$ cat src/obms_pkg.sv
// shared types and constants for the oversampled button mode stepper
package obms_pkg;

    // default width of the window and need counters
    localparam int WINDOW_BITS_DEF = 16;

    // configuration register geometry
    localparam int CFG_ADDR_BITS = 4;
    localparam int CFG_DATA_BITS = 32;
    localparam int CFG_WIN_BITS  = 16;
    localparam int MODE_BITS     = 4;

    // register indexes (byte address / 4)
    localparam logic [1:0] REG_PRESS_WINDOW   = 2'd0;
    localparam logic [1:0] REG_RELEASE_WINDOW = 2'd1;
    localparam logic [1:0] REG_TOP_MODE       = 2'd2;

    // reset values of the registers
    localparam logic [CFG_WIN_BITS-1:0] PRESS_WINDOW_RST   = 16'd50;
    localparam logic [CFG_WIN_BITS-1:0] RELEASE_WINDOW_RST = 16'd50;
    localparam logic [MODE_BITS-1:0]    TOP_MODE_RST       = 4'd3;

    // debounce phase codes
    localparam logic [1:0] PH_IDLE      = 2'd0;
    localparam logic [1:0] PH_ARMED     = 2'd1;
    localparam logic [1:0] PH_SAMPLING  = 2'd2;
    localparam logic [1:0] PH_QUALIFIED = 2'd3;

    // one tick word
    typedef struct packed {
        logic pin_changed;
        logic switch_level;
    } t_in_word;

    // one result word
    typedef struct packed {
        logic [MODE_BITS-1:0] light_mode;
        logic                 mode_stepped;
        logic [1:0]           debounce_phase;
    } t_out_word;

    // configuration handed to the core
    typedef struct packed {
        logic [CFG_WIN_BITS-1:0] press_window;
        logic [CFG_WIN_BITS-1:0] release_window;
        logic [MODE_BITS-1:0]    top_mode;
    } t_cfg;

endpackage

$ cat src/obms_cfg.sv
// apb configuration registers of the mode stepper
module obms_cfg (
    input  logic                                i_clk,
    input  logic                                i_rst_n,
    input  logic                                psel,
    input  logic                                penable,
    input  logic                                pwrite,
    input  logic [obms_pkg::CFG_ADDR_BITS-1:0]  paddr,
    input  logic [obms_pkg::CFG_DATA_BITS-1:0]  pwdata,
    output logic [obms_pkg::CFG_DATA_BITS-1:0]  prdata,
    output logic                                pready,
    output obms_pkg::t_cfg                      o_cfg
);
    import obms_pkg::*;

    logic [CFG_WIN_BITS-1:0] r_press_window;
    logic [CFG_WIN_BITS-1:0] r_release_window;
    logic [MODE_BITS-1:0]    r_top_mode;
    logic                    wr_en;
    logic [1:0]              reg_idx;

    assign pready  = 1'b1;
    assign reg_idx = paddr[3:2];
    assign wr_en   = psel && penable && pwrite;

    // register writes
    always_ff @(posedge i_clk) begin
        if (!i_rst_n) begin
            r_press_window   <= PRESS_WINDOW_RST;
            r_release_window <= RELEASE_WINDOW_RST;
            r_top_mode       <= TOP_MODE_RST;
        end else if (wr_en) begin
            unique case (reg_idx)
                REG_PRESS_WINDOW:   r_press_window   <= pwdata[CFG_WIN_BITS-1:0];
                REG_RELEASE_WINDOW: r_release_window <= pwdata[CFG_WIN_BITS-1:0];
                REG_TOP_MODE:       r_top_mode       <= pwdata[MODE_BITS-1:0];
                default: ;
            endcase
        end
    end

    // read mux
    always_comb begin
        unique case (reg_idx)
            REG_PRESS_WINDOW:
                prdata = {{(CFG_DATA_BITS-CFG_WIN_BITS){1'b0}}, r_press_window};
            REG_RELEASE_WINDOW:
                prdata = {{(CFG_DATA_BITS-CFG_WIN_BITS){1'b0}}, r_release_window};
            REG_TOP_MODE:
                prdata = {{(CFG_DATA_BITS-MODE_BITS){1'b0}}, r_top_mode};
            default:
                prdata = '0;
        endcase
    end

    assign o_cfg.press_window   = r_press_window;
    assign o_cfg.release_window = r_release_window;
    assign o_cfg.top_mode       = r_top_mode;

endmodule

$ cat src/obms_core.sv
// debounce state, mode counter and result register
module obms_core #(
    parameter int WINDOW_BITS = obms_pkg::WINDOW_BITS_DEF
) (
    input  logic                i_clk,
    input  logic                i_rst_n,
    input  obms_pkg::t_cfg      i_cfg,
    input  logic                i_in_valid,
    output logic                o_in_stall,
    input  obms_pkg::t_in_word  i_in_word,
    output logic                o_out_valid,
    input  logic                i_out_stall,
    output obms_pkg::t_out_word o_out_word
);
    import obms_pkg::*;

    logic [1:0]             r_phase, n_phase;
    logic                   r_expect, n_expect;
    logic [WINDOW_BITS-1:0] r_window, n_window;
    logic [WINDOW_BITS-1:0] r_need, n_need;
    logic [MODE_BITS-1:0]   r_mode, n_mode;
    logic                   r_out_valid;
    t_out_word              r_out_word;

    logic                   in_acc;
    logic                   stepped;
    logic [31:0]            load_wide;
    logic [MODE_BITS:0]     mode_inc;
    logic                   agrees;

    // a new word enters unless the result register is full and held
    assign o_in_stall = r_out_valid && i_out_stall;
    assign in_acc     = i_in_valid && !o_in_stall;

    assign agrees   = i_in_word.switch_level ^ r_expect;
    assign mode_inc = {1'b0, r_mode} + {{MODE_BITS{1'b0}}, 1'b1};

    // next debounce state for one tick
    always_comb begin
        n_phase   = r_phase;
        n_expect  = r_expect;
        n_window  = r_window;
        n_need    = r_need;
        n_mode    = r_mode;
        stepped   = 1'b0;
        load_wide = '0;
        unique case (r_phase)
            PH_ARMED: begin
                n_phase   = PH_SAMPLING;
                n_expect  = !r_expect;
                load_wide = {16'd0, (!r_expect) ? i_cfg.press_window
                                                : i_cfg.release_window};
                n_window  = load_wide[WINDOW_BITS-1:0];
                // need is half of the window after truncation
                n_need    = n_window >> 1;
            end
            PH_SAMPLING: begin
                if (r_window != '0) begin
                    n_window = r_window - 1'b1;
                    if (r_need != '0 && agrees) begin
                        n_need = r_need - 1'b1;
                    end
                end else if (r_need != '0) begin
                    n_phase  = PH_IDLE;
                    n_need   = '0;
                    n_window = '0;
                end else begin
                    n_phase = PH_QUALIFIED;
                end
            end
            PH_QUALIFIED: begin
                n_phase = PH_IDLE;
                if (r_expect) begin
                    stepped = 1'b1;
                    if (mode_inc > {1'b0, i_cfg.top_mode}) begin
                        n_mode   = '0;
                        n_expect = 1'b0;
                    end else begin
                        n_mode = mode_inc[MODE_BITS-1:0];
                    end
                end
            end
            default: begin
                n_phase = PH_IDLE;
            end
        endcase
        // arming looks at the phase after the step
        if (i_in_word.pin_changed && n_phase == PH_IDLE) begin
            n_phase = PH_ARMED;
        end
    end

    // state registers
    always_ff @(posedge i_clk) begin
        if (!i_rst_n) begin
            r_phase  <= PH_IDLE;
            r_expect <= 1'b0;
            r_window <= '0;
            r_need   <= '0;
            r_mode   <= '0;
        end else if (in_acc) begin
            r_phase  <= n_phase;
            r_expect <= n_expect;
            r_window <= n_window;
            r_need   <= n_need;
            r_mode   <= n_mode;
        end
    end

    // result register valid
    always_ff @(posedge i_clk) begin
        if (!i_rst_n) begin
            r_out_valid <= 1'b0;
        end else if (in_acc) begin
            r_out_valid <= 1'b1;
        end else if (!i_out_stall) begin
            r_out_valid <= 1'b0;
        end
    end

    // result register payload
    always_ff @(posedge i_clk) begin
        if (in_acc) begin
            r_out_word.light_mode     <= n_mode;
            r_out_word.mode_stepped   <= stepped;
            r_out_word.debounce_phase <= n_phase;
        end
    end

    assign o_out_valid = r_out_valid;
    assign o_out_word  = r_out_word;

endmodule

$ cat src/oversampled_button_mode_stepper.sv
// top level of the oversampled button mode stepper
// One input word is one 1 ms tick with a pin-change flag and the raw switch
// level (0 pressed, 1 released). Each tick gives exactly one result word with
// the mode number, a stepped flag and the debounce phase. The block takes a
// tick every clock cycle unless the result register is full and held; the
// result is in the output register in the cycle after the tick is taken,
// and a new tick is taken while that result waits as long as it is taken
// in the same cycle. The core's state update sets the rate. Window registers
// are 16 bits, truncated or zero-extended to WINDOW_BITS on load. The user
// must write configuration only while no tick is in flight; not enforced.
module oversampled_button_mode_stepper #(
    parameter int WINDOW_BITS = obms_pkg::WINDOW_BITS_DEF
) (
    input  logic                                i_clk,
    input  logic                                i_rst_n,
    input  logic                                psel,
    input  logic                                penable,
    input  logic                                pwrite,
    input  logic [obms_pkg::CFG_ADDR_BITS-1:0]  paddr,
    input  logic [obms_pkg::CFG_DATA_BITS-1:0]  pwdata,
    output logic [obms_pkg::CFG_DATA_BITS-1:0]  prdata,
    output logic                                pready,
    input  logic                                i_in_valid,
    output logic                                o_in_stall,
    input  obms_pkg::t_in_word                  i_in_word,
    output logic                                o_out_valid,
    input  logic                                i_out_stall,
    output obms_pkg::t_out_word                 o_out_word
);
    import obms_pkg::*;

    t_cfg cfg;

    // configuration registers
    obms_cfg u_cfg (
        .i_clk   (i_clk),
        .i_rst_n (i_rst_n),
        .psel    (psel),
        .penable (penable),
        .pwrite  (pwrite),
        .paddr   (paddr),
        .pwdata  (pwdata),
        .prdata  (prdata),
        .pready  (pready),
        .o_cfg   (cfg)
    );

    // debounce and mode logic
    obms_core #(
        .WINDOW_BITS (WINDOW_BITS)
    ) u_core (
        .i_clk       (i_clk),
        .i_rst_n     (i_rst_n),
        .i_cfg       (cfg),
        .i_in_valid  (i_in_valid),
        .o_in_stall  (o_in_stall),
        .i_in_word   (i_in_word),
        .o_out_valid (o_out_valid),
        .i_out_stall (i_out_stall),
        .o_out_word  (o_out_word)
    );

endmodule

$ cat config.mk
export PLATFORM = sky130hd
export DESIGN_NAME = oversampled_button_mode_stepper
export DESIGN_NICKNAME = d
export VERILOG_FILES = /design/src/obms_pkg.sv /design/src/obms_cfg.sv /design/src/obms_core.sv /design/src/oversampled_button_mode_stepper.sv
export SDC_FILE = /design/constraint.sdc
export NUM_CORES = 1
export LEC_CHECK = 0
export BUFFER_PORTS_ARGS = -buffer_cell sky130_fd_sc_hd__clkbuf_2
export CAP_MARGIN = 20
export CORE_MARGIN = 2
export CORE_UTILIZATION = 50
export CTS_CLUSTER_SIZE = 30
export DETAILED_ROUTE_END_ITERATION = 12
export PLACE_DENSITY = 0.73
export SYNTH_ARGS = -nofsm -noshare
export SYNTH_HDL_FRONTEND = slang
export SYNTH_SLANG_ARGS = --single-unit
export TNS_END_PERCENT = 5
$ cat constraint.sdc
create_clock -name i_clk -period 3.5 [get_ports i_clk]
set_input_delay 0.35 -clock i_clk [delete_from_list [all_inputs] [get_ports i_clk]]
set_output_delay 0.35 -clock i_clk [all_outputs]
set_load 0.02 [all_outputs]
* Yosys cells after proc, flatten, opt, wreduce, memory -nomap -nowiden *
Index checks and enable logic that the tools add are counted.

cells by class
  add/subtract/negate cells = 3
  $mul = 0
  div/mod/pow operators = 0
  order comparisons = 1
  eq/ne operators = 8
  shift operators = 0
  mux-type cells = 21
  bitwise logic cells = 1
  reduce and logical (&&, ||, !) cells = 20

operators with widths
  cell                                                  count
  two-way mux 16 bit                                    5
  case mux 16 bit (2 select lines)                      2
  case mux 16 bit (3 select lines)                      1
  nonzero test 16 bit                                   2
  subtractor 16 x 1 -> 16 bit (second input constant)   2
  two-way mux 4 bit                                     3
  AND reduction 2 bit                                   4
  equality test 2 bit (second input constant)           3
  logical AND 1 bit                                     6
  two-way mux 2 bit                                     3
  adder 4 x 1 -> 5 bit (second input constant)          1
  greater-than comparator 5 x 4 -> 1 bit                1
  two-way mux 1 bit                                     5
  equality test 2 x 1 -> 1 bit (second input constant)  2
  logical NOT 2 bit                                     2
  case mux 2 bit (2 select lines)                       1
  AND reduction 4 bit                                   1
  nonzero test 2 bit                                    2
  != test 3 x 1 -> 1 bit (second input constant)        1
  != test 3 bit (second input constant)                 1
  AND reduction 3 bit                                   1
  logical NOT 1 bit                                     2
  != test 2 x 1 -> 1 bit (second input constant)        1
  case mux 1 bit (2 select lines)                       1
  XOR 1 bit                                             1

storage, ports and cells
  flip-flop bits (word level) = 83
  latch bits = 0
  bits in writable memories = 0
  bits in read-only memories = 0
  output and inout port bits = 42
  logic and storage cells = 66
  memories kept = 0

* Longest topological paths before layout *
Gate-level depths: netlist of the first run.

  word-level depth = 7
  gate-level depth with buffers = 10
  depth with buffers taken out = 9

* By module *
Synthesis of the first run repeated with hierarchy kept, for this count alone.

unflattened totals
  cell total of the unflattened synthesis = 614
  area, all modules = 5076.1 sq um

by module, submodules not included
  module     times used  cells each  area an instance (sq um)  sequential area each (sq um)
  obms_core  1           413         3261.9                    1011.0
  obms_cfg   1           201         1814.2                    720.7

* Worst setup path after synthesis of the first run *
Ideal clock, no wire load.

  kind = reg-to-reg
  start = reg u_core.r_mode[0]
  end = reg u_core.r_out_word, in the netlist u_core.o_out_word[3], data pin
  arrival = 2.110 ns
  required time = 3.366 ns
  setup slack = 1.256 ns
  cell stages (with the launch flop) = 8
  period minus slack after synthesis = 2.244 ns
  cell sequence = dfxtp_1 ha_1 ha_1 nor2b_1 o21ai_0 a21oi_1 a311oi_1 mux2_2

between the ends
  word-level cells in the longest chain between the ends = 5

ends and longest elaborated chain
  element                                 line              text
  from (decl)                             obms_core.sv:21   logic [MODE_BITS-1:0] r_mode, n_mode;
  from (signal assigned)                  obms_core.sv:106  r_mode <= n_mode;
  adder 4 x 1 -> 5 bit                    obms_core.sv:36   assign mode_inc = {1'b0, r_mode} + {{MODE_BITS{1'b0}}, 1'b1};
  greater-than comparator 5 x 4 -> 1 bit  obms_core.sv:75   if (mode_inc > {1'b0, i_cfg.top_mode}) begin
  two-way mux 4 bit                       obms_core.sv:75
  two-way mux 4 bit                       obms_core.sv:73   if (r_expect) begin
  two-way mux 4 bit (*)                   obms_core.sv:47   unique case (r_phase)
  net u_core.n_mode[0]                    obms_core.sv:21
  to (decl)                               obms_core.sv:23   t_out_word r_out_word;

Mark *: on every way through the listed nets, which the timed path passes. The rest lies on a longest branch.
A chain may end at the register's enable or synchronous reset.

* Worst setup path in the final report of the first run *
  start = reg u_core.r_need[0]
  end = reg u_core.r_need[15]

between the ends
  word-level cells in the longest chain between the ends = 4

ends and longest elaborated chain
  element                                                                         line                                               text
  from (decl)                                                                     obms_core.sv:20                                    logic [WINDOW_BITS-1:0] r_need, n_need;
  from (signal assigned)                                                          obms_core.sv:105                                   r_need <= n_need;
  subtractor 16 x 1 -> 16 bit / nonzero test 16 bit (equally long branches)       obms_core.sv:61, obms_core.sv:60, obms_core.sv:63
  two-way mux 16 bit / logical AND 1 bit (equally long branches)                  obms_core.sv:60                                    if (r_need != '0 && agrees) begin
  two-way mux 16 bit / != test 3 bit (equally long branches)                      --
  case mux 16 bit (2 select lines) / AND reduction 4 bit (equally long branches)  --

Parallel ways exist; a longest one is shown, timed or not. The select of a mux whose other input is x is not followed.

==> results of run 1 <==
==> cells in the mapped netlist, drive strengths merged, types with 7 or more instances <==
library cell    n
mux2            7
a21oi          26
nor3           13
inv            13
o21ai          44
nor4            9
mux2i          29
nand3          20
o21a            9
nand2         112
clkbuf         21
nor2           56
nor2b           7
a21boi         42
dfxtp          76
buf            29
ha             12
edfxtp          7
==> worst reg2reg max path, cell delays in order, from the launching register on <==
cell and delay [ns]:
sky130_fd_sc_hd__dfxtp_1 0.39, sky130_fd_sc_hd__inv_1 0.10, sky130_fd_sc_hd__ha_1 0.20, sky130_fd_sc_hd__and3b_1 0.17, sky130_fd_sc_hd__and3_1 0.20, sky130_fd_sc_hd__a211o_1 0.44
sky130_fd_sc_hd__a21oi_1 0.45, sky130_fd_sc_hd__buf_4 0.24, sky130_fd_sc_hd__a311oi_1 0.09, sky130_fd_sc_hd__a41o_1 0.23
==> sequential cells by signal, summed over array words and instances (netlist names) <==
name                    count
u_core.r_window            16
u_cfg.r_press_window       16
u_core.o_out_valid          1
u_cfg.r_top_mode            4
u_core.o_out_word           7
u_core.r_need              16
u_cfg.r_release_window     16
u_core.r_phase              2
u_core.r_expect             1
u_core.r_mode               4
==> cell usage in the layout, fill, tap and decap left out, drive strengths merged, types with 3 or more instances in the layout <==
cell    synthesis  layout
conb            2      17
clkinv          2       5
nor2           56      56
mux2            7       7
o21a            9       9
a22o            3       3
clkbuf         21      63
and3            4       4
a31oi           4       4
nand3          20      20
o211ai          5       5
buf            29       7
nor3           13      13
nor4            9       9
o31ai           5       5
a21o            3       3
ha             12      12
inv            13      13
o21ai          44      44
or3             3       3
edfxtp          7       7
nand2         112     112
o22ai           3       3
nand2b          4       4
a21boi         42      42
nor2b           7       7
and2            3       3
mux2i          29      29
a21oi          26      26
dfxtp          76      76
nor3b           3       3
==> area by class of cell <==
class	instances	area, um^2
fillers	895	4050
well taps	129	161
clock buffers	12	145
inverters	15	56.3
clock inverters	4	26.3
multi-input cells	473	2800
repair buffers	58	308
flip-flops and latches	83	1730
==> logic make-up after synthesis <==
family          after synthesis  share of synthesized area [%]
compound gates              161                           22.6
xor+xnor                      4                          0.728
fa+ha+maj                    12                           3.12
buf+inv                      65                           7.02
flops                        83                           36.0
mux                          36                           7.67
other cells                   2                          0.156
simple gates                243                           22.7
==> worst paths after layout <==
kind	end	from	slack (ns)	depth (start not counted)
setup reg to reg	u_core.r_need[15]	u_core.r_need[0]	0.88	9
hold / removal	u_core.o_out_valid	i_in_valid	0.21	2
hold reg to reg	u_core.r_need[5]	u_core.r_need[5]	0.46	2
setup / recovery	u_core.r_need[15]	u_core.r_need[0]	0.88	9
==> layer usage <==
layer / GRT usage [%] / share of wire [%]
met1: 28.8 / 46
met4: 6.97 / 1.2
met2: 40.0 / 48
met3: 5.54 / 5.6
met5: 0 / 0
==> stage by stage <==
step                      instance area [um^2]  setup WS, ns  power (mW)
after floorplan                           4870          1.26        1.24
after global placement                    5060         0.983        1.29
after detailed placement                  5060         0.935        1.30
after CTS                                 5230         0.906        1.91
after global routing                      5230         0.693        1.99
final                                     5230         0.883        1.91
==> power groups by stage <==
stage	registers [mW]	logic, mW	clock network, mW
4_1_cts	0.992	0.285	0.635
2_1_floorplan	1.02	0.220	0
3_5_place_dp	1.01	0.283	0
6_report	0.992	0.288	0.629
5_1_grt	0.996	0.320	0.671
3_3_place_gp	1.01	0.279	0
==> impl_metrics.xml, run 1 <==
<?xml version="1.0" encoding="UTF-8"?>
<metrics>
  <group name="run_status">
    <metric name="run_status" unit="">finished, final reports clean</metric>
  </group>
  <group name="cts">
    <metric name="ctsRootBufferMaster" unit="">sky130_fd_sc_hd__clkbuf_8</metric>
    <metric name="cts_sinks" unit="">83</metric>
    <metric name="clkLatencyLatePin" unit="ns">0.36</metric>
    <metric name="cts_hold_buf" unit="">0</metric>
    <metric name="tritoncts_buffer_count" unit="">9</metric>
    <metric name="cts_setup_buffers" unit="">0</metric>
    <metric name="cts.repair.resized" unit="">0</metric>
    <metric name="max-clock-path-buffers" unit="">2</metric>
    <metric name="clock_pin_slew_on_the_worst_setup_and_hold_paths" unit="ns">0.09</metric>
    <metric name="cts_max_level" unit="">3</metric>
    <metric name="tritoncts" unit="">yes</metric>
  </group>
  <group name="synthesis">
    <metric name="synth.avg_cell_area" unit="um^2">7.94</metric>
    <metric name="synth-seq-area-share" unit="%">36.0</metric>
    <metric name="synth-async-reset-ratio" unit="%">0</metric>
    <metric name="synth_enable_flop_cells" unit="">7</metric>
    <metric name="syn-cell-area" unit="um^2">4810</metric>
    <metric name="yosys_warnings" unit="">0</metric>
    <metric name="synth_cells" unit="">606</metric>
    <metric name="synth-main-ff-cell" unit="">sky130_fd_sc_hd__dfxtp_1</metric>
    <metric name="yosysTopAreaCell" unit="">sky130_fd_sc_hd__dfxtp_1</metric>
    <metric name="synth.top_cell.area_share" unit="%">31.6</metric>
    <metric name="top_post_synthesis_cells_by_area" unit="">sky130_fd_sc_hd__dfxtp_1 32%, sky130_fd_sc_hd__nand2_1 8.7%, sky130_fd_sc_hd__mux2i_1 6.0%</metric>
    <metric name="synth-seq-cells" unit="">83</metric>
    <metric name="yosys.cell_types.count" unit="">62</metric>
  </group>
  <group name="die">
    <metric name="core.rowCount" unit="">35</metric>
    <metric name="placeableCoreArea" unit="um^2">9280</metric>
    <metric name="die_x" unit="um">102</metric>
    <metric name="ios" unit="">87</metric>
    <metric name="fp.dieArea" unit="um^2">10400</metric>
    <metric name="initial_core_util" unit="%">51.8</metric>
    <metric name="chipHeight" unit="um">102</metric>
  </group>
  <group name="drt">
    <metric name="detailedRoute.firstIterationViolations" unit="">278</metric>
    <metric name="post-route-drc-count" unit="">0</metric>
    <metric name="drt_pass_1_iters" unit="">5</metric>
    <metric name="average_detailed_routed_wire_length_per_instance" unit="um">14.7</metric>
    <metric name="vias_per_cell" unit="">5.61</metric>
    <metric name="totalWireLength" unit="mm">11.4</metric>
    <metric name="detailroute.via_count" unit="">4342</metric>
    <metric name="antenna_left" unit="">0</metric>
  </group>
  <group name="worst_setup_path">
    <metric name="path_max_fanout" unit="">10</metric>
    <metric name="worstSetupEndpointType" unit="">register</metric>
    <metric name="path_delay_family" unit="">compound AO/OA/AOI/OAI gates</metric>
    <metric name="timing.critical_path.cells" unit="">inv_1, ha_1, and3b_1, and3_1, a211o_1, a21oi_1, buf_4, a311oi_1, a41o_1</metric>
    <metric name="crit_arrival" unit="ns">2.88</metric>
    <metric name="critical_path_buf_inv_count" unit="">2</metric>
    <metric name="timing.critical_path.slowest_stage_cell" unit="">sky130_fd_sc_hd__a21oi_1</metric>
    <metric name="setup.worst_path.class" unit="">reg2reg</metric>
    <metric name="data_required_time_at_the_worst_endpoint" unit="ns">3.76</metric>
    <metric name="worstSetupStartpointType" unit="">register</metric>
    <metric name="max_stage_delay" unit="ns">0.45</metric>
  </group>
  <group name="run">
    <metric name="maxCapViolations" unit="">0</metric>
  </group>
  <group name="cells_and_area">
    <metric name="final_nets" unit="">697</metric>
    <metric name="insertedDiodeCount" unit="">0</metric>
    <metric name="fin_cells" unit="">774</metric>
    <metric name="syn_to_final_growth" unit="%">8.71</metric>
    <metric name="layout-drive-gt1-share" unit="%">13.8</metric>
    <metric name="final_core_utilization" unit="%">56.3</metric>
  </group>
  <group name="pwr">
    <metric name="power.share.sequential" unit="%">52.0</metric>
    <metric name="clock_power_share" unit="%">33.0</metric>
    <metric name="internal_power" unit="mW">1.35</metric>
    <metric name="total_switching_power" unit="mW">0.560</metric>
    <metric name="power.ir.vdd_worst" unit="uV">260</metric>
    <metric name="combPwrFrac" unit="%">15.1</metric>
    <metric name="p_leak" unit="nW">2.11</metric>
    <metric name="power-per-cell-area" unit="nW/um^2">365</metric>
    <metric name="swShare" unit="%">29.3</metric>
  </group>
  <group name="place">
    <metric name="io_buffers" unit="">51</metric>
    <metric name="number_of_cells_in_the_design_after_placement" unit="">758</metric>
    <metric name="finalWeightedCongestion" unit="">0.924</metric>
    <metric name="hpwl" unit="mm">8.14</metric>
  </group>
  <group name="sta">
    <metric name="finalCriticalPeriod" unit="ns">2.62</metric>
    <metric name="finalSetupViolations" unit="">0</metric>
    <metric name="tns" unit="ns">0</metric>
    <metric name="finalHoldWorstSlack" unit="ns">0.214</metric>
    <metric name="rsz0062_at_grt" unit="">no</metric>
    <metric name="f_max" unit="MHz">382</metric>
    <metric name="timing.final.hold_violations" unit="">0</metric>
    <metric name="slew_viol_final" unit="">0</metric>
    <metric name="timing.final.crit_share" unit="%">74.8</metric>
    <metric name="maxSlewHeadroom" unit="%">39.9</metric>
    <metric name="worstMarginPinSlew" unit="ns">0.901</metric>
    <metric name="finClkSkew" unit="ns">0.0128</metric>
  </group>
  <group name="global_routing">
    <metric name="grt_start_max_net_pins" unit="">50</metric>
    <metric name="number_of_global_route_vias_before_repair" unit="">4141</metric>
    <metric name="grt_use_total" unit="%">23.2</metric>
    <metric name="grt-ovfl-total" unit="">0</metric>
    <metric name="antenna_found_initial" unit="">0</metric>
    <metric name="grt_pass1_wl" unit="mm">19.4</metric>
  </group>
  <group name="worst_hold_path">
    <metric name="hold_path.class" unit="">in2reg</metric>
  </group>
</metrics>
Power figures use the tool's default switching activity.
==> run 2, diff against run 1 <==
Settings changed: ABC_AREA set to 1.
Clock period 3.5 ns to 2.5 ns, I/O delays scaled along.
==> impl_metrics.xml, run 2 <==
<?xml version="1.0" encoding="UTF-8"?>
<metrics>
  <group name="run_status">
    <metric name="run_status" unit="">finished, final reports clean</metric>
  </group>
  <group name="synthesis">
    <metric name="synth-seq-cells" unit="">83</metric>
    <metric name="yosysTopAreaCell" unit="">sky130_fd_sc_hd__dfxtp_1</metric>
    <metric name="synth.top_cell.area_share" unit="%">32.0</metric>
    <metric name="synth-seq-area-share" unit="%">36.4</metric>
    <metric name="synth_enable_flop_cells" unit="">7</metric>
    <metric name="yosys.cell_types.count" unit="">42</metric>
    <metric name="synth_cells" unit="">659</metric>
    <metric name="synth-main-ff-cell" unit="">sky130_fd_sc_hd__dfxtp_1</metric>
    <metric name="synth_simple_gate_area_share" unit="%">19.5</metric>
    <metric name="combinational_family_with_the_most_area_after_synthesis" unit="">compound AO/OA/AOI/OAI gates</metric>
    <metric name="synth_compound_area_share" unit="%">24.2</metric>
    <metric name="synth-async-reset-ratio" unit="%">0</metric>
    <metric name="yosys_warnings" unit="">0</metric>
    <metric name="yosys.cell_count.top_type" unit="">sky130_fd_sc_hd__o21ai_0</metric>
    <metric name="syn-cell-area" unit="um^2">4750</metric>
    <metric name="top_post_synthesis_cells_by_area" unit="">sky130_fd_sc_hd__dfxtp_1 32%, sky130_fd_sc_hd__o21ai_0 9.3%, sky130_fd_sc_hd__a21oi_1 8.1%</metric>
    <metric name="muxShareOfSynthArea" unit="%">0</metric>
    <metric name="synth.avg_cell_area" unit="um^2">7.21</metric>
    <metric name="netlist_top_cells_count" unit="">88 x sky130_fd_sc_hd__o21ai_0, 86 x sky130_fd_sc_hd__inv_1, 79 x sky130_fd_sc_hd__nand2_1, 77 x sky130_fd_sc_hd__a21oi_1, 76 x sky130_fd_sc_hd__dfxtp_1</metric>
    <metric name="synth_xor_area_share" unit="%">3.32</metric>
    <metric name="yosys.area_share.adder" unit="%">3.16</metric>
  </group>
  <group name="drt">
    <metric name="detailroute.via_count" unit="">4391</metric>
    <metric name="drt_pass_1_iters" unit="">6</metric>
    <metric name="detailedRoute.firstIterationViolations" unit="">373</metric>
    <metric name="vias_per_cell" unit="">5.28</metric>
    <metric name="post-route-drc-count" unit="">0</metric>
    <metric name="antenna_left" unit="">0</metric>
    <metric name="average_detailed_routed_wire_length_per_instance" unit="um">13.2</metric>
    <metric name="totalWireLength" unit="mm">10.9</metric>
  </group>
  <group name="sta">
    <metric name="finalCriticalPeriod" unit="ns">2.06</metric>
    <metric name="slew_viol_final" unit="">0</metric>
    <metric name="finClkSkew" unit="ns">0.0121</metric>
    <metric name="maxSlewHeadroom" unit="%">50.7</metric>
    <metric name="f_max" unit="MHz">486</metric>
    <metric name="timing.final.hold_violations" unit="">0</metric>
    <metric name="rsz0062_at_grt" unit="">no</metric>
    <metric name="worstMarginPinSlew" unit="ns">0.739</metric>
    <metric name="timing.final.crit_share" unit="%">82.3</metric>
    <metric name="tns" unit="ns">0</metric>
    <metric name="finalSetupViolations" unit="">0</metric>
  </group>
  <group name="global_routing">
    <metric name="grt_pass1_wl" unit="mm">18.0</metric>
    <metric name="number_of_global_route_vias_before_repair" unit="">4005</metric>
    <metric name="grt_use_total" unit="%">21.8</metric>
    <metric name="grt_start_max_net_pins" unit="">32</metric>
    <metric name="antenna_found_initial" unit="">0</metric>
    <metric name="grt-ovfl-total" unit="">0</metric>
  </group>
  <group name="pwr">
    <metric name="power-per-cell-area" unit="nW/um^2">618</metric>
    <metric name="swShare" unit="%">34.8</metric>
    <metric name="power.share.sequential" unit="%">46.2</metric>
    <metric name="clock_power_share" unit="%">28.0</metric>
    <metric name="p_leak" unit="nW">2.32</metric>
    <metric name="total_switching_power" unit="mW">1.11</metric>
    <metric name="power.ir.vdd_worst" unit="uV">314</metric>
    <metric name="internal_power" unit="mW">2.08</metric>
    <metric name="combPwrFrac" unit="%">25.9</metric>
  </group>
  <group name="worst_setup_path">
    <metric name="path_max_fanout" unit="">6</metric>
    <metric name="data_required_time_at_the_worst_endpoint" unit="ns">2.80</metric>
    <metric name="worstSetupEndpointType" unit="">register</metric>
    <metric name="setup.worst_path.class" unit="">reg2reg</metric>
    <metric name="crit_arrival" unit="ns">2.36</metric>
    <metric name="worstSetupStartpointType" unit="">register</metric>
  </group>
  <group name="cells_and_area">
    <metric name="syn_to_final_growth" unit="%">8.69</metric>
    <metric name="fill_cells" unit="">853</metric>
    <metric name="commonest_non_fill_non_tap_cell_in_the_layout" unit="">sky130_fd_sc_hd__o21ai_0</metric>
    <metric name="finish.instance_area" unit="um^2">5170</metric>
    <metric name="layout-drive-gt1-share" unit="%">14.1</metric>
    <metric name="final_core_utilization" unit="%">55.9</metric>
    <metric name="final_nets" unit="">755</metric>
    <metric name="final_cell_mix" unit="">88 x sky130_fd_sc_hd__o21ai_0, 86 x sky130_fd_sc_hd__inv_1, 79 x sky130_fd_sc_hd__nand2_1</metric>
    <metric name="insertedDiodeCount" unit="">0</metric>
  </group>
  <group name="cts">
    <metric name="cts_sinks" unit="">83</metric>
    <metric name="cts.repair.resized" unit="">0</metric>
    <metric name="cts_max_level" unit="">3</metric>
    <metric name="clkLatencyLatePin" unit="ns">0.35</metric>
    <metric name="ctsRootBufferMaster" unit="">sky130_fd_sc_hd__clkbuf_8</metric>
    <metric name="tritoncts_buffer_count" unit="">9</metric>
    <metric name="clock_pin_slew_on_the_worst_setup_and_hold_paths" unit="ns">0.09</metric>
    <metric name="cts_hold_buf" unit="">0</metric>
    <metric name="cts_setup_buffers" unit="">0</metric>
    <metric name="tritoncts" unit="">yes</metric>
    <metric name="max-clock-path-buffers" unit="">2</metric>
  </group>
  <group name="place">
    <metric name="finalWeightedCongestion" unit="">0.891</metric>
    <metric name="io_buffers" unit="">51</metric>
    <metric name="hpwl" unit="mm">7.88</metric>
    <metric name="placedInstanceArea" unit="um^2">4990</metric>
  </group>
  <group name="die">
    <metric name="fp.dieArea" unit="um^2">10300</metric>
    <metric name="placeableCoreArea" unit="um^2">9240</metric>
    <metric name="core.rowCount" unit="">35</metric>
    <metric name="ios" unit="">87</metric>
    <metric name="initial_core_util" unit="%">51.4</metric>
    <metric name="die_x" unit="um">102</metric>
    <metric name="chipHeight" unit="um">102</metric>
  </group>
  <group name="run">
    <metric name="maxCapViolations" unit="">0</metric>
  </group>
  <group name="worst_hold_path">
    <metric name="hold_path.class" unit="">in2reg</metric>
  </group>
</metrics>
==> run 2: cell count changes after synthesis, sizes merged, moves of 9 or more <==
cell / change
inv: +77
a21oi: +52
o21ai: +45
a21boi: -42
mux2i: -29
nand2: -25
nor2: +22
xor2: +13
nor4: -9
o22ai: +9
==> run 2: per-layer routing <==
metal / vias up / global-route usage [%] / share of wire (%)
li1: 2222 / - / -
met1: 2002 / 29.5 / 47
met2: 149 / 34.4 / 46
met3: 18 / 3.86 / 5.6
met4: 0 / 8.73 / 1.9
met5: - / 0 / 0
==> run 2: kinds of logic (layout without fill, tap and decap cells) <==
family	count (synthesis)	in the layout
compound gates	205	205
simple gates	204	204
buf+inv	135	164
flops	83	83
xor+xnor	18	18
fa+ha+maj	12	12
other cells	2	17
==> run 2: critical path, cell delays in order, from the launching register on <==
cell,delay (ns)
sky130_fd_sc_hd__dfxtp_1,0.37
sky130_fd_sc_hd__ha_1,0.24
sky130_fd_sc_hd__xor2_1,0.17
sky130_fd_sc_hd__ha_1,0.29
sky130_fd_sc_hd__nand2_1,0.05
sky130_fd_sc_hd__o21ai_0,0.37
sky130_fd_sc_hd__nand2_1,0.13
sky130_fd_sc_hd__o21ai_0,0.22
sky130_fd_sc_hd__o21ai_0,0.11
sky130_fd_sc_hd__inv_1,0.06
==> run 2: power by group through the flow <==
stage / Clock (mW) / Combinational (mW) / Sequential [mW]
final: 0.893 / 0.825 / 1.47
after global routing: 0.960 / 0.938 / 1.48
after CTS: 0.910 / 0.821 / 1.47
after detailed placement: 0 / 0.815 / 1.50
after global placement: 0 / 0.798 / 1.50
after floorplan: 0 / 0.667 / 1.50
==> run 2: stage by stage <==
stage          hold WS (ns)  power, mW  instances  setup slack (ns)
3_5_place_dp          0.457       2.32        816             0.428
3_3_place_gp          0.449       2.30        816             0.524
5_1_grt               0.151       3.38        832             0.254
6_report              0.142       3.19        832             0.442
4_1_cts               0.132       3.20        832             0.451
2_1_floorplan         0.376       2.17        674             0.711
==> run 2: worst paths after layout <==
path / startpoint / to / slack (ns) / depth (start not counted)
setup / recovery: u_core.r_mode[0] / u_core.r_mode[0] / 0.44 / 9
hold / removal: pwdata[5] / u_cfg.r_release_window[5] / 0.14 / 3
setup reg to reg: u_core.r_mode[0] / u_core.r_mode[0] / 0.44 / 9
hold reg to reg: u_cfg.r_press_window[8] / u_cfg.r_press_window[8] / 0.47 / 2
==> run 2: layout make-up <==
class | instances | area [um^2] | share of cell area [%]
inverters | 92 | 350 | 6.78
clock buffers | 11 | 141 | 2.74
repair buffers | 56 | 293 | 5.67
multi-input cells | 456 | 2450 | 47.4
flip-flops and latches | 83 | 1730 | 33.5
clock inverters | 5 | 38.8 | 0.751
well taps | 129 | 161 | 3.12
==> run 3, diff against run 2 <==
Clock period 2.5 ns to 2.1 ns, I/O delays scaled along.
==> impl_metrics.xml, run 3 (synthesized netlist as in run 2, its figures left out) <==
<?xml version="1.0" encoding="UTF-8"?>
<metrics>
  <group name="sta">
    <metric name="finalCriticalPeriod" unit="ns">1.90</metric>
    <metric name="timing.final.hold_violations" unit="">0</metric>
    <metric name="f_max" unit="MHz">525</metric>
    <metric name="rsz0062_at_grt" unit="">no</metric>
    <metric name="finClkSkew" unit="ns">0.0108</metric>
    <metric name="worstMarginPinSlew" unit="ns">0.686</metric>
    <metric name="maxSlewHeadroom" unit="%">54.2</metric>
    <metric name="timing.final.crit_share" unit="%">90.7</metric>
    <metric name="tns" unit="ns">0</metric>
    <metric name="setup_ws" unit="ns">0.196</metric>
    <metric name="slew_viol_final" unit="">0</metric>
    <metric name="finalSetupViolations" unit="">0</metric>
  </group>
  <group name="place">
    <metric name="hpwl" unit="mm">8.27</metric>
    <metric name="placedInstanceArea" unit="um^2">5040</metric>
    <metric name="finalWeightedCongestion" unit="">0.873</metric>
    <metric name="number_of_cells_in_the_design_after_placement" unit="">823</metric>
    <metric name="detailedPlace.worstSlack" unit="ns">0.0840</metric>
    <metric name="io_buffers" unit="">51</metric>
  </group>
  <group name="worst_setup_path">
    <metric name="data_required_time_at_the_worst_endpoint" unit="ns">2.35</metric>
    <metric name="timing.critical_path.cells" unit="">inv_1, ha_1, nand3_1, nor2_1, nand2_1, nor2_4, nor3_4, buf_4, nand3_1, xor2_1, nor2_1</metric>
    <metric name="timing.critical_path.slowest_stage_cell" unit="">sky130_fd_sc_hd__dfxtp_1</metric>
    <metric name="crit_arrival" unit="ns">2.15</metric>
    <metric name="r2r_start" unit="">u_core.r_phase[0]</metric>
    <metric name="worstSetupStartpointType" unit="">register</metric>
    <metric name="worstSetupEndpointType" unit="">register</metric>
    <metric name="path_max_fanout" unit="">4</metric>
    <metric name="cp-startpoint" unit="">u_core.r_phase[0]</metric>
    <metric name="setup.worst_path.class" unit="">reg2reg</metric>
    <metric name="max_stage_delay" unit="ns">0.38</metric>
  </group>
  <group name="global_routing">
    <metric name="antenna_found_initial" unit="">0</metric>
    <metric name="grt_pass1_wl" unit="mm">18.8</metric>
    <metric name="number_of_global_route_vias_before_repair" unit="">4089</metric>
    <metric name="grt_start_max_net_pins" unit="">37</metric>
    <metric name="grt_use_total" unit="%">22.8</metric>
    <metric name="grt-ovfl-total" unit="">0</metric>
  </group>
  <group name="cells_and_area">
    <metric name="layout-drive-gt1-share" unit="%">15.1</metric>
    <metric name="fin_cells" unit="">839</metric>
    <metric name="syn_to_final_growth" unit="%">11.0</metric>
    <metric name="insertedDiodeCount" unit="">0</metric>
    <metric name="finish.instance_area" unit="um^2">5280</metric>
    <metric name="final_nets" unit="">762</metric>
    <metric name="fill_cells" unit="">863</metric>
    <metric name="final_cell_mix" unit="">86 x sky130_fd_sc_hd__inv_1, 86 x sky130_fd_sc_hd__o21ai_0, 79 x sky130_fd_sc_hd__nand2_1</metric>
  </group>
  <group name="die">
    <metric name="fp.dieArea" unit="um^2">10300</metric>
    <metric name="chipHeight" unit="um">102</metric>
    <metric name="ios" unit="">87</metric>
    <metric name="die_x" unit="um">102</metric>
    <metric name="core.rowCount" unit="">35</metric>
    <metric name="placeableCoreArea" unit="um^2">9240</metric>
    <metric name="initial_core_util" unit="%">51.4</metric>
  </group>
  <group name="drt">
    <metric name="detailroute.via_count" unit="">4385</metric>
    <metric name="vias_per_cell" unit="">5.23</metric>
    <metric name="totalWireLength" unit="mm">11.4</metric>
    <metric name="antenna_left" unit="">0</metric>
    <metric name="drt_pass_1_iters" unit="">5</metric>
    <metric name="post-route-drc-count" unit="">0</metric>
    <metric name="detailedRoute.firstIterationViolations" unit="">380</metric>
    <metric name="average_detailed_routed_wire_length_per_instance" unit="um">13.6</metric>
  </group>
  <group name="cts">
    <metric name="cts_max_level" unit="">3</metric>
    <metric name="cts_sinks" unit="">83</metric>
    <metric name="cts_hold_buf" unit="">0</metric>
    <metric name="clkLatencyLatePin" unit="ns">0.35</metric>
    <metric name="tritoncts_buffer_count" unit="">9</metric>
    <metric name="tritoncts" unit="">yes</metric>
    <metric name="max-clock-path-buffers" unit="">2</metric>
    <metric name="ctsRootBufferMaster" unit="">sky130_fd_sc_hd__clkbuf_8</metric>
    <metric name="clock_pin_slew_on_the_worst_setup_and_hold_paths" unit="ns">0.09</metric>
  </group>
  <group name="run">
    <metric name="maxCapViolations" unit="">0</metric>
  </group>
  <group name="pwr">
    <metric name="p_leak" unit="nW">2.37</metric>
    <metric name="finalPower" unit="mW">4.06</metric>
    <metric name="power.ir.vdd_worst" unit="uV">410</metric>
    <metric name="power-per-cell-area" unit="nW/um^2">769</metric>
  </group>
  <group name="worst_hold_path">
    <metric name="min-delay-start" unit="">pwdata[5]</metric>
    <metric name="hold_path.class" unit="">in2reg</metric>
  </group>
  <group name="run_status">
    <metric name="run_status" unit="">finished, final reports clean</metric>
  </group>
</metrics>
==> run 3: final cells by class <==
cell class	count	area, um^2	share of cell area (%)
Clock inverter	5	85.1	1.61
Sequential cell	83	1730	32.9
Clock buffer	11	131	2.49
Tap cell	129	161	3.06
Timing Repair Buffer	63	345	6.55
Multi-Input combinational cell	456	2470	46.8
Inverter	92	350	6.64
==> run 3: timing repair <==
action,in CTS,in global routing
gates resized for setup,0,6
setup endpoints to repair,0,19
buffers inserted,0,0
==> run 3: worst max-delay path: cells and delay by family, from the launching register on <==
| kind | cells | cell delay, ns |
|---|---|---|
| XOR/XNOR | 1 | 0.16 |
| adder cells (fa/ha/maj) | 1 | 0.29 |
| flip-flops | 1 | 0.38 |
| buffers and inverters | 2 | 0.26 |
| AND/OR/NAND/NOR | 7 | 0.71 |
==> run 3: per-stage QoR <==
| stage | hold WS (ns) | utilization (%) |
|---|---|---|
| after floorplan | 0.336 | - |
| after global placement | 0.445 | 54.5 |
| after detailed placement | 0.455 | 54.5 |
| after CTS | 0.0990 | 56.9 |
| after global routing | 0.108 | 57.1 |
| final | 0.104 | 57.1 |
==> run 3: final timing paths <==
kind | depth (start not counted) | endpoint | slack (ns)
max | 11 | u_core.r_need[15] | 0.20
min | 3 | u_cfg.r_release_window[5] | 0.10
max reg2reg | 11 | u_core.r_need[15] | 0.20
min reg2reg | 2 | u_cfg.r_press_window[11] | 0.47
==> run 3: report_power, final <==
part | internal (mW) | switching [mW] | total (mW)
Combinational | 0.340 | 0.677 | 1.02
Sequential | 1.69 | 0.0661 | 1.75
Clock | 0.678 | 0.609 | 1.29
==> run 3: per-layer routing <==
metal	GRT usage (%)	share of wire (%)	vias up	routed length, um
li1	-	-	2237	-
met1	30.4	47	2005	5300
met2	38.5	48	131	5410
met3	3.31	4.6	12	528
met4	6.76	1.2	0	138
met5	0	0	-	0
